File: config.mk
export PLATFORM = sky130hd
export DESIGN_NAME = serial_io_command_decoder_flat
export DESIGN_NICKNAME = d
export VERILOG_FILES = /design/src/hdl/sicd_pkg.sv /design/src/hdl/sicd_if.sv /design/src/hdl/serial_io_command_decoder.sv /design/src/flat_wrapper.sv
export SDC_FILE = /design/constraint.sdc
export NUM_CORES = 1
export LEC_CHECK = 0
export BUFFER_PORTS_ARGS = -buffer_cell sky130_fd_sc_hd__clkbuf_2
export CORE_ASPECT_RATIO = 1.75
export CORE_UTILIZATION = 40
export DETAILED_ROUTE_END_ITERATION = 10
export SLEW_MARGIN = 30
export SYNTH_ARGS = -nofsm -noshare
export SYNTH_HDL_FRONTEND = slang
export SYNTH_SLANG_ARGS = --single-unit
File: constraint.sdc
create_clock -name i_clk -period 2.66 [get_ports i_clk]
set_clock_uncertainty 0.2 [all_clocks]
set_input_delay 0.133 -clock i_clk [delete_from_list [all_inputs] [get_ports i_clk]]
set_output_delay 0.133 -clock i_clk [all_outputs]
set_load 0.005 [all_outputs]
File: src/hdl/sicd_pkg.sv
// Shared types and character codes for the serial I/O command decoder.
// No dependencies.
package sicd_pkg;

    localparam logic [7:0] CH_HIGH   = 8'd72;   // 'H'
    localparam logic [7:0] CH_LOW    = 8'd76;   // 'L'
    localparam logic [7:0] CH_ANALOG = 8'd65;   // 'A'
    localparam logic [7:0] CH_DOOR   = 8'd68;   // 'D'
    localparam logic [7:0] CH_TEMP   = 8'd84;   // 'T'
    localparam logic [7:0] CH_ZERO   = 8'd48;   // '0'
    localparam logic [7:0] ALARM_OFS = 8'd17;
    localparam logic [7:0] CH_ALARM  = CH_ZERO + ALARM_OFS;
    localparam logic [7:0] CH_DOOR8  = CH_ZERO + 8'd8;
    localparam logic [7:0] CH_DOOR9  = CH_ZERO + 8'd9;

    localparam logic [6:0] DOOR8_NUM = 7'd8;
    localparam logic [6:0] DOOR9_NUM = 7'd9;

    typedef enum logic [2:0] {
        ACT_SET    = 3'd0,
        ACT_ANALOG = 3'd1,
        ACT_TEMP   = 3'd2,
        ACT_HUMID  = 3'd3,
        ACT_ALARM  = 3'd4,
        ACT_DOOR   = 3'd5,
        ACT_BADPIN = 3'd6
    } t_action;

endpackage

File: src/hdl/sicd_if.sv
// Valid/ready channel interfaces for command words and result words.
// Depends on sicd_pkg.
interface sicd_cmd_if import sicd_pkg::*; ();
    logic       valid;
    logic       ready;
    logic       byte_valid;
    logic [7:0] rx_byte;
    logic       door8_level;
    logic       door9_level;

    modport source (output valid, byte_valid, rx_byte, door8_level, door9_level,
                    input ready);
    modport sink   (input valid, byte_valid, rx_byte, door8_level, door9_level,
                    output ready);
endinterface

interface sicd_res_if import sicd_pkg::*; ();
    logic       valid;
    logic       ready;
    t_action    action;
    logic [6:0] pin_number;
    logic       pin_level;
    logic [7:0] analog_channel;
    logic       report_value;

    modport source (output valid, action, pin_number, pin_level, analog_channel,
                    report_value, input ready);
    modport sink   (input valid, action, pin_number, pin_level, analog_channel,
                    report_value, output ready);
endinterface

File: src/hdl/serial_io_command_decoder.sv
// Serial I/O command decoder: parses H/L/A/D command bytes into result words.
// A word accepted into the input register is decoded into the result register, and its
// result, if any, is valid on o_out from there; a held result stalls the decode.
// Throughput: one word per cycle unless stalled, set by the single decode stage between the input
// register and the result register. Synchronous active-low reset returns the parser
// to idle with both door flags set; no result is pending after reset. Needs sicd_pkg, sicd_if.
module serial_io_command_decoder
    import sicd_pkg::*;
(
    input  logic         i_clk,
    input  logic         i_rst_n,
    sicd_cmd_if.sink     i_in,
    sicd_res_if.source   o_out
);

    typedef enum logic [2:0] {
        ST_IDLE,
        ST_TENS,
        ST_UNITS,
        ST_ANALOG,
        ST_DOOR
    } t_state;

    function automatic logic is_digit(input logic [7:0] b);
        return (b[7:4] == CH_ZERO[7:4]) && (b[3:0] <= 4'd9);
    endfunction

    // input register
    logic       r_in_valid;
    logic       r_byte_valid;
    logic [7:0] r_rx_byte;
    logic       r_door8_level;
    logic       r_door9_level;

    // parser state
    t_state     r_state,    n_state;
    logic       r_drive,    n_drive;
    logic [3:0] r_tens,     n_tens;
    logic       r_tens_ok,  n_tens_ok;
    logic       r_d8_flag,  n_d8_flag;
    logic       r_d9_flag,  n_d9_flag;

    // result register
    logic       r_out_valid;
    t_action    r_action,   n_action;
    logic [6:0] r_pin,      n_pin;
    logic       r_level,    n_level;
    logic [7:0] r_chan,     n_chan;
    logic       r_report,   n_report;
    logic       n_emit;

    logic       out_free;
    logic       step;
    logic [6:0] tens_x10;

    assign out_free   = !r_out_valid || o_out.ready;
    assign step       = r_in_valid && out_free;
    assign i_in.ready = !r_in_valid || out_free;
    assign tens_x10   = {r_tens, 3'b000} + {2'b00, r_tens, 1'b0};

    always_comb begin
        n_state   = r_state;
        n_drive   = r_drive;
        n_tens    = r_tens;
        n_tens_ok = r_tens_ok;
        n_d8_flag = r_d8_flag;
        n_d9_flag = r_d9_flag;
        n_emit    = 1'b0;
        n_action  = ACT_SET;
        n_pin     = '0;
        n_level   = 1'b0;
        n_chan    = '0;
        n_report  = 1'b0;

        // door levels only clear the door flags while idle, before the byte is decoded
        if (r_state == ST_IDLE) begin
            if (!r_door8_level) n_d8_flag = 1'b0;
            if (!r_door9_level) n_d9_flag = 1'b0;
        end

        if (r_byte_valid) begin
            unique case (r_state)
                ST_TENS: begin
                    n_tens_ok = is_digit(r_rx_byte);
                    n_tens    = is_digit(r_rx_byte) ? r_rx_byte[3:0] : 4'd0;
                    n_state   = ST_UNITS;
                end
                ST_UNITS: begin
                    n_state = ST_IDLE;
                    n_emit  = 1'b1;
                    n_level = r_drive;
                    if (r_tens_ok && is_digit(r_rx_byte)) begin
                        n_action = ACT_SET;
                        n_pin    = tens_x10 + {3'b000, r_rx_byte[3:0]};
                    end else begin
                        n_action = ACT_BADPIN;
                    end
                end
                ST_ANALOG: begin
                    n_state = ST_IDLE;
                    n_emit  = 1'b1;
                    if (r_rx_byte == CH_TEMP) begin
                        n_action = ACT_TEMP;
                    end else if (r_rx_byte == CH_HIGH) begin
                        n_action = ACT_HUMID;
                    end else begin
                        n_action = ACT_ANALOG;
                        n_chan   = r_rx_byte;
                    end
                end
                ST_DOOR: begin
                    n_state = ST_IDLE;
                    if (r_rx_byte == CH_ALARM) begin
                        n_emit   = 1'b1;
                        n_action = ACT_ALARM;
                        n_pin    = DOOR8_NUM;
                        n_report = !r_d8_flag;
                    end else if (r_rx_byte == CH_DOOR8) begin
                        n_emit    = 1'b1;
                        n_action  = ACT_DOOR;
                        n_pin     = DOOR8_NUM;
                        n_report  = r_d8_flag;
                        n_d8_flag = 1'b1;
                    end else if (r_rx_byte == CH_DOOR9) begin
                        n_emit    = 1'b1;
                        n_action  = ACT_DOOR;
                        n_pin     = DOOR9_NUM;
                        n_report  = r_d9_flag;
                        n_d9_flag = 1'b1;
                    end
                end
                default: begin
                    if (r_rx_byte == CH_HIGH || r_rx_byte == CH_LOW) begin
                        n_drive = (r_rx_byte == CH_HIGH);
                        n_state = ST_TENS;
                    end else if (r_rx_byte == CH_ANALOG) begin
                        n_state = ST_ANALOG;
                    end else if (r_rx_byte == CH_DOOR) begin
                        n_state = ST_DOOR;
                    end else begin
                        n_state = ST_IDLE;
                    end
                end
            endcase
        end
    end

    always_ff @(posedge i_clk) begin
        if (!i_rst_n) begin
            r_in_valid  <= 1'b0;
            r_out_valid <= 1'b0;
            r_state     <= ST_IDLE;
            r_drive     <= 1'b0;
            r_tens      <= '0;
            r_tens_ok   <= 1'b0;
            r_d8_flag   <= 1'b1;
            r_d9_flag   <= 1'b1;
        end else begin
            if (i_in.valid && i_in.ready) begin
                r_in_valid <= 1'b1;
            end else if (step) begin
                r_in_valid <= 1'b0;
            end

            if (step) begin
                r_state     <= n_state;
                r_drive     <= n_drive;
                r_tens      <= n_tens;
                r_tens_ok   <= n_tens_ok;
                r_d8_flag   <= n_d8_flag;
                r_d9_flag   <= n_d9_flag;
                r_out_valid <= n_emit;
            end else if (o_out.ready) begin
                r_out_valid <= 1'b0;
            end
        end

        if (i_in.valid && i_in.ready) begin
            r_byte_valid  <= i_in.byte_valid;
            r_rx_byte     <= i_in.rx_byte;
            r_door8_level <= i_in.door8_level;
            r_door9_level <= i_in.door9_level;
        end

        if (step && n_emit) begin
            r_action <= n_action;
            r_pin    <= n_pin;
            r_level  <= n_level;
            r_chan   <= n_chan;
            r_report <= n_report;
        end
    end

    assign o_out.valid          = r_out_valid;
    assign o_out.action         = r_action;
    assign o_out.pin_number     = r_pin;
    assign o_out.pin_level      = r_level;
    assign o_out.analog_channel = r_chan;
    assign o_out.report_value   = r_report;

endmodule
File: src/flat_wrapper.sv
// flat-port wrapper written by rule: the top's interface ports become plain ports
module serial_io_command_decoder_flat import sicd_pkg::*;
  (i_clk, i_rst_n, i_in_valid, i_in_byte_valid, i_in_rx_byte, i_in_door8_level, i_in_door9_level, i_in_ready, o_out_valid, o_out_action, o_out_pin_number, o_out_pin_level, o_out_analog_channel, o_out_report_value, o_out_ready);
  sicd_cmd_if i_in_i ();
  sicd_res_if o_out_i ();
  input  logic i_clk;
  input  logic i_rst_n;
  input wire logic [$bits(i_in_i.valid)-1:0] i_in_valid;
  input wire logic [$bits(i_in_i.byte_valid)-1:0] i_in_byte_valid;
  input wire logic [$bits(i_in_i.rx_byte)-1:0] i_in_rx_byte;
  input wire logic [$bits(i_in_i.door8_level)-1:0] i_in_door8_level;
  input wire logic [$bits(i_in_i.door9_level)-1:0] i_in_door9_level;
  output wire logic [$bits(i_in_i.ready)-1:0] i_in_ready;
  output wire logic [$bits(o_out_i.valid)-1:0] o_out_valid;
  output wire logic [$bits(o_out_i.action)-1:0] o_out_action;
  output wire logic [$bits(o_out_i.pin_number)-1:0] o_out_pin_number;
  output wire logic [$bits(o_out_i.pin_level)-1:0] o_out_pin_level;
  output wire logic [$bits(o_out_i.analog_channel)-1:0] o_out_analog_channel;
  output wire logic [$bits(o_out_i.report_value)-1:0] o_out_report_value;
  input wire logic [$bits(o_out_i.ready)-1:0] o_out_ready;
  assign i_in_i.valid = i_in_valid;
  assign i_in_i.byte_valid = i_in_byte_valid;
  assign i_in_i.rx_byte = i_in_rx_byte;
  assign i_in_i.door8_level = i_in_door8_level;
  assign i_in_i.door9_level = i_in_door9_level;
  assign i_in_ready = i_in_i.ready;
  assign o_out_valid = o_out_i.valid;
  assign o_out_action = o_out_i.action;
  assign o_out_pin_number = o_out_i.pin_number;
  assign o_out_pin_level = o_out_i.pin_level;
  assign o_out_analog_channel = o_out_i.analog_channel;
  assign o_out_report_value = o_out_i.report_value;
  assign o_out_i.ready = o_out_ready;
  serial_io_command_decoder u_core (.i_clk(i_clk), .i_rst_n(i_rst_n), .i_in(i_in_i), .o_out(o_out_i));
endmodule
# Yosys cells after proc, flatten, opt, wreduce, memory -nomap -nowiden
# Cells that the tools add are included.
# word_totals
memories	0
elab_cells	100
romBits	0
regBits	44
ramBits	0
latch_bits	0
# classes
multipliers	0
bitwise_logic	3
n_reduce_logical	23
order_cmp	1
n_shift	0
n_eq_ne	12
add_sub_neg	2
muxes	42
n_div	0
# op_table
operator	count
== test 8 x 7 -> 1 bit, second input constant	5
two-way mux 1 bit	24
two-way mux 3 bit	8
two-way mux 7 bit	3
== test 8 x 6 -> 1 bit, second input constant	2
one-hot mux 7 bit (2 select lines)	1
one-hot mux 3 bit (3 select lines)	1
two-way mux 4 bit	2
OR reduction 4 bit	2
adder 7 x 4 -> 7 bit	1
adder 7 x 5 -> 7 bit	1
== test 3 x 2 -> 1 bit, second input constant	2
one-hot mux 3 bit (2 select lines)	1
AND reduction 2 bit	3
logical AND 1 bit	5
== test 4 x 2 -> 1 bit, second input constant	1
less-or-equal comparator 4 bit, second input constant	1
AND reduction 4 bit	1
nonzero test 2 bit	2
== test 3 x 1 -> 1 bit, second input constant	1
== test 3 bit, second input constant	1
logical NOT 1 bit	3
logical NOT 3 bit	1
logical OR 1 bit	3
other kinds (6)	8

# Logic depth before layout (Yosys ltp)
# Gate-level depths: netlist (run 1).
# logic_depth
depth_word	7
ltp_mapped	8
mapped_depth_nobuf	8

# Least setup slack after synthesis (run 1)
# Ideal clock, no wire load.
# synth_path
kind	register to register
from	reg u_core.r_rx_byte[5]
to	reg u_core.r_action[0] (netlist: u_core.o_out.action[0]) (enable)
period_less_slack_ns	2.942
stages_incl_launch_ff	6
setup_ns	0.404
setup_slack_ns	-0.282
arrival_time_ns	2.338
cell_sequence	edfxtp_1 -> or4b_1 -> buf_2 -> nor2_1 -> o21ai_0 -> a21oi_1
# synth_between
elab_chain_cells	7
# synth_lines
item	line	text
from (decl)	serial_io_command_decoder.sv:31	logic [7:0] r_rx_byte;
from (signal assigned)	serial_io_command_decoder.sv:180	r_rx_byte <= i_in.rx_byte;
== test 8 x 6 -> 1 bit	serial_io_command_decoder.sv:124	end else if (r_rx_byte == CH_DOOR9) begin
two-way mux 1 bit	serial_io_command_decoder.sv:124	
two-way mux 1 bit	serial_io_command_decoder.sv:118	end else if (r_rx_byte == CH_DOOR8) begin
two-way mux 1 bit (*)	serial_io_command_decoder.sv:113	if (r_rx_byte == CH_ALARM) begin
one-hot mux 1 bit (2 select lines) (*)	serial_io_command_decoder.sv:82	unique case (r_state)
two-way mux 1 bit (*)	serial_io_command_decoder.sv:81	if (r_byte_valid) begin
logical AND 1 bit (*)	serial_io_command_decoder.sv:185	if (step && n_emit) begin
to (signal assigned)	serial_io_command_decoder.sv:186	r_action <= n_action;
to (decl)	serial_io_command_decoder.sv:45	t_action r_action, n_action;
# Mark *: on every way between the ends. The rest lies on a longest branch, timed or not.
# A chain may end at the register's enable or synchronous reset.

# Worst setup path in the final report (run 1)
# layout_path
from	reg u_core.r_tens[0]
to	reg u_core.r_pin[6] (netlist: u_core.o_out.pin_number[6]) (data pin)
# layout_between
elab_chain_cells	4
# layout_lines
item	line	text
from (decl)	serial_io_command_decoder.sv:38	logic [3:0] r_tens, n_tens;
from (signal assigned)	serial_io_command_decoder.sv:168	r_tens <= n_tens;
adder 7 x 5 -> 7 bit	serial_io_command_decoder.sv:59	assign tens_x10 = {r_tens, 3'b000} + {2'b00, r_tens, 1'b0};
adder 7 x 4 -> 7 bit	serial_io_command_decoder.sv:94	n_pin = tens_x10 + {3'b000, r_rx_byte[3:0]};
two-way mux 7 bit	serial_io_command_decoder.sv:92	if (r_tens_ok && is_digit(r_rx_byte)) begin
one-hot mux 7 bit (2 select lines)	serial_io_command_decoder.sv:82	
to (signal assigned)	serial_io_command_decoder.sv:187	r_pin <= n_pin;
to (decl)	serial_io_command_decoder.sv:46	logic [6:0] r_pin, n_pin;
# Every way passes these cells.

==> results.json, run 1 <==
{
  "worst_pin_slew_ps": 514,
  "rsz0062_at_grt": "no",
  "wl_per_cell_um": 13.7,
  "cp.arrival_ps": 2210,
  "r2r_end": "u_core.o_out.pin_number[6]",
  "grt_usage": 0.163,
  "drt-initial-drc-count": 49,
  "dp_hpwl_mm": 3.09,
  "timing.critical_path.mode_cell": "fa_1",
  "grt_start_max_net_pins": 21,
  "synth_area_per_cell_um2": 11.2,
  "post-route-min-period_ps": 2370,
  "critPathSlowestCell": "fa_1",
  "fin_crit_sh": 0.891,
  "critPathCapture": "u_core.o_out.pin_number[6]",
  "ctsRootBufferMaster": "clkbuf_8",
  "cts.sinks": 44,
  "ys_top_cells_by_area": "edfxtp_1 (44%), dfxtp_1 (12%), ha_1 (4.2%)",
  "postSynthRegisterBits": 44,
  "clk_path_buf_depth": 2,
  "num_rows": 34,
  "top_level_ports": 37,
  "yosysWarningCount": 0,
  "r2r-start": "u_core.r_tens[0]",
  "yosysMostFrequentCell": "edfxtp_1",
  "diodes": 0,
  "yosys.area.top_type": "edfxtp_1",
  "finish.utilization": 0.526,
  "first_global_vias": 1544,
  "required_ps": 2500,
  "cts.clk_slew.worst_paths_ps": 80,
  "numPortBuffers": 36,
  "crit_chain": "inv_1 > fa_1 > fa_1 > nor2b_1 > o21ai_0 > a21boi_0 > nor3_1",
  "grt_overflow": 0,
  "topRoutingLayerUsed": "met4",
  "postRouteAntennaNets": 0,
  "die_w_um": 56.9,
  "wl_met2_mm": 2.24,
  "setup_violations": 0,
  "status": "finished, violations left",
  "synth_edf_count": 31,
  "cts_tree": "done",
  "synth_top_area_frac": 0.441,
  "clock.fmax_ghz": 0.422,
  "hold_viol": 0,
  "gp_congestion": 0.898,
  "crit_buf_inv": 1,
  "reg2reg_slack_ps": 290,
  "antenna_found_initial": 0,
  "seq_area_frac_synth": 0.565,
  "critical_path.startpoint": "u_core.r_tens[0]",
  "clk_latency_ps": 290,
  "synth_flop_cell": "edfxtp_1",
  "max-vdd-ir-drop_v": 0.000331,
  "netlist_top_cells_count": "edfxtp_1 (31), dfxtp_1 (13), nand2_1 (13), nand3_1 (12)",
  "p_leak_nw": 1.06,
  "rr_worst_depth": 7,
  "vias": 1554,
  "slew_viol_final": 0,
  "tns_ps": 0,
  "worstSetupPathType": "flop to flop",
  "hold_path.class": "primary input to flop",
  "violations": "design-rule violations",
  "cpPeakStageDelay_ps": 520,
  "coreArea_um2": 5020,
  "route.detailed.drc": 6,
  "slew_headroom": 0.657,
  "area_growth_pct": 25.1,
  "cap_violations": 0,
  "dieArea_um2": 5580,
  "numCtsBuffers": 5,
  "worst-path-stages": 7,
  "netlist-cell-type-count": 39,
  "endpoint_kind": "flop",
  "netlist_area_um2": 2110,
  "vias_per_cell": 5.18,
  "first_pass_iters": 7,
  "syn_inst": 188,
  "wl_met3_um": 150,
  "path_max_fanout": 3,
  "async_reset_ff_frac": 0,
  "startpoint_type": "flop",
  "start_util": 0.420,
  "grt_pass1_wl_mm": 6.89,
  "wl_met1_mm": 1.64,
  "dieHeight_um": 98.1,
  "totalWireLength_mm": 4.10,
  "drive_gt1_frac": 0.232,
  "synth_fp_nets": 212,
  "final_nets": 269,
  "pwr_density_cell_nw_per_um2": 505,
  "cts.htree.levels": 2,
  "critical-path-top-delay-family": "adder cells"
}
## kinds of logic after synthesis
family	Yosys count	share of synthesized area
buf+inv	17	0.0308
flops	44	0.565
simple gates	83	0.227
xor+xnor	2	0.00831
mux	2	0.00949
compound gates	31	0.0991
fa+ha+maj	9	0.0605
## how the worst min path moves through the flow
| stage | startpoint | to | slack (ps) | cells past startpoint |
|---|---|---|---|---|
| final | o_out_ready | u_core.r_in_valid | 9 | 4 |
| after global placement | i_in_rx_byte[2] | u_core.r_rx_byte[2] | 110 | 1 |
| after global routing | o_out_ready | u_core.r_in_valid | 60 | 4 |
| after CTS | o_out_ready | u_core.r_in_valid | 8 | 4 |
| after floorplan | i_in_byte_valid | u_core.r_byte_valid | 30 | 0 |
| after detailed placement | i_in_rx_byte[6] | u_core.r_rx_byte[6] | 110 | 1 |
## cell usage in the layout (no fill, tap or decap), drive strengths merged, types with 5 or more instances in the layout
cell          n
nand3        12
buf           7
nor3          7
nor2         11
a21boi        9
o21ai        10
nor2b         6
inv          11
and3          5
clkbuf       42
dlygate4sd3  13
dfxtp        13
and2         12
nand2        13
ha            7
edfxtp       31
## final cells by class
cell class	count	area [um2]
Timing Repair Buffer	56	375
Fill cell	449	2380
Clock inverter	2	35.0
Multi-Input combinational cell	127	857
Inverter	11	41.3
Sequential cell	44	1190
Clock buffer	6	72.6
Tap cell	54	67.6
## metal layers
layer | vias up | GRT usage
met1 | 708 | 0.170
met3 | 6 | 0.0318
met2 | 39 | 0.304
met5 | - | 0
li1 | 801 | -
met4 | 0 | 0.0750
## sequential cells by signal, summed over array words and instances, names as in the netlist
register and flops:
u_core.o_out.pin_number 7, u_core.o_out.action 3, u_core.r_in_valid 1, u_core.r_tens_ok 1
u_core.o_out.report_value 1, u_core.r_door8_level 1, u_core.r_d8_flag 1, u_core.r_state 3
u_core.o_out.valid 1, u_core.r_drive 1, u_core.r_rx_byte 8, u_core.o_out.pin_level 1
u_core.r_d9_flag 1, u_core.o_out.analog_channel 8, u_core.r_door9_level 1, u_core.r_byte_valid 1
u_core.r_tens 4
## power by group
group	leakage [nW]	internal, mW	switching, mW
Sequential	0.422	0.744	0.0116
Combinational	0.584	0.0425	0.0412
Clock	0.0552	0.279	0.214
Total	1.06	1.07	0.267
## tightest hold or removal path, cell delays in order
cell,delay (ps)
clkbuf_2,80
nor2b_1,50
a21oi_1,140
nor2b_1,50
## timing repair
action                                 in CTS  in global routing
hold buffers                               13                  0
endpoints found under the hold margin      13                  0
resized for setup                           0                  0
setup buffers                               0                  0
## metrics by stage
stage                     total power, mW  instances  hold slack, ps  worst slack (ps)  area (um2)
after detailed placement            0.840        279             112               296        2400
after global routing                 1.38        300            60.9               131        2640
final                                1.33        300            8.98               289        2640
after CTS                            1.34        300            7.83               281        2640
after floorplan                     0.807        188            31.9              85.2        2110
after global placement              0.840        279             111               359        2400
Note: power is estimated with default switching activity, not from simulation.
==> inputs of run 2 (changes only) <==
--- a/config.mk
+++ b/config.mk
@@ -7,9 +7,10 @@
 export LEC_CHECK = 0
 export BUFFER_PORTS_ARGS = -buffer_cell sky130_fd_sc_hd__clkbuf_2
 export CORE_ASPECT_RATIO = 1.75
+export CORE_MARGIN = 2
 export CORE_UTILIZATION = 40
 export DETAILED_ROUTE_END_ITERATION = 10
-export SLEW_MARGIN = 30
+export SLEW_MARGIN = 20
 export SYNTH_ARGS = -nofsm -noshare
 export SYNTH_HDL_FRONTEND = slang
 export SYNTH_SLANG_ARGS = --single-unit
==> constraint.sdc (replaced) <==
create_clock -name i_clk -period 2 [get_ports i_clk]
set_clock_uncertainty 0.2 [all_clocks]
set_input_delay 0.1 -clock i_clk [delete_from_list [all_inputs] [get_ports i_clk]]
set_output_delay 0.1 -clock i_clk [all_outputs]
set_load 0.005 [all_outputs]
==> results.json, run 2 (same netlist as run 1, synthesis figures left out) <==
{
  "status": "finished, violations left",
  "violations": "design-rule violations, negative setup slack",
  "hold_viol": 0,
  "cp.arrival_ps": 2060,
  "intPower_mw": 1.35,
  "die_w_um": 58.9,
  "met1_usage": 0.171,
  "fin_crit_sh": 1.11,
  "required_ps": 1850,
  "tns_ps": -4110,
  "worstSetupPathType": "flop to flop",
  "slew_viol_final": 0,
  "power_frac_seq": 0.585,
  "p_comb_frac": 0.088,
  "final_cell_area_um2": 3080,
  "coreArea_um2": 5170,
  "endpoint_kind": "flop",
  "placed_cell_area_um2": 2600,
  "worst_hold_slack_ps": 291,
  "cts_tree": "done",
  "p_leak_nw": 1.26,
  "wl_per_cell_um": 14.1,
  "num_rows": 35,
  "gp_congestion": 0.848,
  "pwr_density_cell_nw_per_um2": 558,
  "crit_chain": "inv_2 > fa_1 > inv_1 > ha_1 > a21o_1 > a21oi_2 > xor2_1 > nor2_1",
  "antenna_found_initial": 0,
  "worst_pin_slew_ps": 502,
  "first_pass_iters": 7,
  "clk_latency_ps": 290,
  "critical-path-top-delay-family": "adder cells",
  "final_cells": 335,
  "switchingPower_uw": 371,
  "grt_overflow": 0,
  "dieArea_um2": 5890,
  "r2r_end": "u_core.o_out.pin_number[5]",
  "critPathCapture": "u_core.o_out.pin_number[5]",
  "cts.sinks": 44,
  "gr-max-usage-layer": "met2",
  "numPortBuffers": 36,
  "post-route-min-period_ps": 2220,
  "gr-usage-met2": 0.322,
  "final_nets": 303,
  "max-vdd-ir-drop_v": 0.000535,
  "dieHeight_um": 100,
  "switching_share": 0.216,
  "totalWireLength_mm": 4.72,
  "grt_pass1_wl_mm": 7.51,
  "multi_input_area_um2": 978,
  "placedCellCount": 302,
  "startpoint_type": "flop",
  "diodes": 0,
  "drt-initial-drc-count": 40,
  "final_common_cell": "clkbuf_2",
  "finish.utilization": 0.596,
  "r2r-start": "u_core.r_rx_byte[3]",
  "postRouteAntennaNets": 0,
  "vias_per_cell": 5.20,
  "cpPeakStageDelay_ps": 520,
  "start_util": 0.408,
  "slew_headroom": 0.665,
  "worst-path-stages": 8,
  "fillers": 448,
  "numCtsBuffers": 5,
  "clk_path_buf_depth": 2,
  "rsz0062_at_grt": "yes",
  "clock.fmax_ghz": 0.451,
  "path_max_fanout": 2,
  "fin_ws_ps": -217,
  "grt_usage": 0.170,
  "layout_common_cells": "clkbuf_2 (36), edfxtp_1 (31), buf_4 (30)",
  "cts.htree.levels": 2,
  "clkPwrFrac": 0.327,
  "dp_hpwl_mm": 3.38,
  "use_met3": 0.0348,
  "first_global_vias": 1695,
  "hold_path.class": "flop to flop",
  "grt_start_max_net_pins": 15,
  "vias": 1742,
  "area_growth_pct": 46.0,
  "crit_buf_inv": 2,
  "critPathSlowestCell": "fa_1",
  "cts.clk_slew.worst_paths_ps": 80,
  "setup_violations": 27,
  "top_level_ports": 37,
  "critical_path.startpoint": "u_core.r_rx_byte[3]",
  "drive_gt1_frac": 0.432,
  "ctsRootBufferMaster": "clkbuf_8",
  "route.detailed.drc": 3,
  "reg2reg_slack_ps": -220,
  "regArea_um2": 1190,
  "cap_violations": 0,
  "rr_worst_depth": 8
}
==> run 2: routing by layer <==
metal,vias up,wire [um]
li1,860,-
met1,820,1760
met2,51,2660
met3,11,162
met4,0,139
met5,-,0
==> run 2: tightest hold or removal path, stage by stage, from the launching register on <==
cell and delay (ps):
dfxtp_1 320, nand2_1 60, mux2i_1 60
==> run 2: what timing repair did <==
item	in CTS	in global routing
endpoints found under the setup margin	38	38
gates resized for setup	20	16
hold buffers	15	0
gates cloned	2	1
endpoints found under the hold margin	15	0
pin swaps	19	9
buffers inserted	5	3
==> run 2: area by class of cell <==
class,count,area share
clock buffer,6,0.0268
clock inverter,2,0.00325
sequential,44,0.388
timing repair buffer,90,0.229
inverter,11,0.0134
tap,55,0.0223
multi-input combinational,127,0.318
==> run 2: worst min-delay path by stage <==
stage | to | cells after the start | start | slack (ps)
final | u_core.r_drive | 2 | u_core.r_drive | 290
after global placement | u_core.r_door8_level | 1 | i_in_door8_level | 80
after global routing | u_core.r_drive | 2 | u_core.r_drive | 300
after CTS | u_core.r_drive | 2 | u_core.r_drive | 290
after floorplan | u_core.r_byte_valid | 0 | i_in_byte_valid | -1
after detailed placement | u_core.r_byte_valid | 1 | i_in_byte_valid | 80
==> run 2: power by group through the flow <==
stage                     Combinational (mW)  Clock (mW)  Sequential [mW]
final                                  0.151       0.562             1.01
after global routing                   0.165       0.605             1.01
after CTS                              0.147       0.569             1.00
after detailed placement               0.113           0             1.02
after global placement                 0.112           0             1.02
after floorplan                       0.0532           0             1.02
==> run 2: metrics by stage <==
stage          power, mW  setup slack, ps
2_1_floorplan       1.08             -246
3_3_place_gp        1.14             -204
3_5_place_dp        1.14             -233
4_1_cts             1.72             -241
5_1_grt             1.78             -335
6_report            1.72             -217
==> inputs of run 3 (changes only) <==
--- a/config.mk
+++ b/config.mk
@@ -6,7 +6,6 @@
 export NUM_CORES = 1
 export LEC_CHECK = 0
 export BUFFER_PORTS_ARGS = -buffer_cell sky130_fd_sc_hd__clkbuf_2
-export CORE_ASPECT_RATIO = 1.75
 export CORE_MARGIN = 2
 export CORE_UTILIZATION = 40
 export DETAILED_ROUTE_END_ITERATION = 10
==> results.json, run 3 (same netlist as run 1, synthesis figures left out) <==
{
  "slew_viol_final": 0,
  "endpoint_kind": "flop",
  "vias_per_cell": 4.79,
  "coreArea_um2": 5110,
  "wl_per_cell_um": 13.0,
  "num_rows": 26,
  "first_global_vias": 1677,
  "vias": 1663,
  "pre_cts_ws_ps": -242,
  "final_cells": 347,
  "path_max_fanout": 2,
  "min_path_cells": 2,
  "layout_common_cells": "clkbuf_2 (36), edfxtp_1 (31), buf_4 (29)",
  "fin_ws_ps": -200,
  "required_ps": 1860,
  "postRouteAntennaNets": 0,
  "worst_pin_slew_ps": 520,
  "violations": "negative setup slack",
  "start_util": 0.413,
  "dieArea_um2": 5870,
  "numCtsBuffers": 5,
  "route.detailed.drc": 0,
  "clk_path_buf_depth": 2,
  "cts.htree.levels": 2,
  "hold_path.class": "flop to flop",
  "cts_tree": "done",
  "status": "finished, violations left",
  "p_leak_nw": 1.23,
  "intPower_mw": 1.44,
  "cts.sinks": 44,
  "die_w_um": 76.6,
  "cp.arrival_ps": 2060,
  "rsz0062_at_grt": "yes",
  "rr_worst_depth": 8,
  "power_frac_seq": 0.553,
  "post-route-min-period_ps": 2200,
  "hold_viol": 0,
  "slew_headroom": 0.653,
  "cts.clk_slew.worst_paths_ps": 80,
  "fin_crit_sh": 1.10,
  "max-vdd-ir-drop_v": 0.000358,
  "pwr_density_cell_nw_per_um2": 601,
  "numPortBuffers": 36,
  "grt_usage": 0.167,
  "grt_overflow": 0,
  "clock.fmax_ghz": 0.455,
  "startpoint_type": "flop",
  "drive_gt1_frac": 0.412,
  "grt_start_max_net_pins": 15,
  "p_comb_frac": 0.083,
  "setup_violations": 35,
  "switchingPower_uw": 376,
  "diodes": 0,
  "area_growth_pct": 43.4,
  "first_pass_iters": 4,
  "gp_congestion": 0.868,
  "totalWireLength_mm": 4.52,
  "clkPwrFrac": 0.365,
  "final_common_cell": "clkbuf_2",
  "switching_share": 0.207,
  "placedCellCount": 315,
  "top_level_ports": 37,
  "final_nets": 300,
  "antenna_found_initial": 0,
  "grt_pass1_wl_mm": 7.80,
  "clk_latency_ps": 300,
  "cap_violations": 0,
  "ctsRootBufferMaster": "clkbuf_8",
  "worstSetupPathType": "flop to flop",
  "dp_hpwl_mm": 3.19,
  "drt-initial-drc-count": 77,
  "dieHeight_um": 76.6
}
## run 3: critical path, cell delays in order (launching register included)
cell and delay (ps):
dfxtp_2 340, inv_2 40, fa_1 570, inv_1 50, ha_1 290, a21o_1 160
a21oi_2 120, xor2_1 140, nor2_1 50
## run 3: area by class of cell
class,instances,area (um2)
timing repair buffer,87,627
inverter,11,41.3
tap,70,87.6
multi-input combinational,127,968
fill,443,2080
sequential,44,1190
clock buffer,6,72.6
clock inverter,2,35.0
## run 3: metal layers
layer / up-vias / part of all wire / global-route usage
met5: - / 0 / 0
met4: 0 / 0.010 / 0.0455
met3: 7 / 0.045 / 0.0391
met2: 40 / 0.46 / 0.277
met1: 761 / 0.49 / 0.221
li1: 855 / - / -
## run 3: stage by stage
step	hold slack (ps)	TNS, ps	power, mW	instance area (um2)	utilization
after floorplan	-1.13	-6070	1.08	2150	-
after global placement	77.8	-3020	1.14	2610	0.511
after detailed placement	78.6	-3420	1.14	2610	0.511
after CTS	275	-3040	1.83	3000	0.587
after global routing	324	-4920	1.89	3020	0.592
final	280	-2680	1.82	3020	0.592
## run 3: timing repair
action / 4_1_cts / 5_1_grt
cloned: 2 / 1
gates resized for setup: 19 / 17
pin swaps: 10 / 21
endpoints found under the setup margin: 38 / 38
hold buffers: 15 / 0
endpoints found under the hold margin: 15 / 0
setup buffers: 5 / 7
## run 3: path summary, 6_finish.rpt
kind                                        from                    endpoint  slack [ps]
worst max-delay path            u_core.r_tens[2]  u_core.o_out.pin_number[5]        -200
worst min-delay path              u_core.r_drive              u_core.r_drive         280
worst max register to register  u_core.r_tens[2]  u_core.o_out.pin_number[5]        -200
worst min register to register    u_core.r_drive              u_core.r_drive         280
## run 3: power groups by stage
stage	sequential [mW]	combinational [mW]	clock, mW
4_1_cts	1.00	0.140	0.682
3_5_place_dp	1.02	0.113	0
6_report	1.01	0.150	0.663
2_1_floorplan	1.02	0.0532	0
5_1_grt	1.01	0.165	0.715
3_3_place_gp	1.02	0.112	0
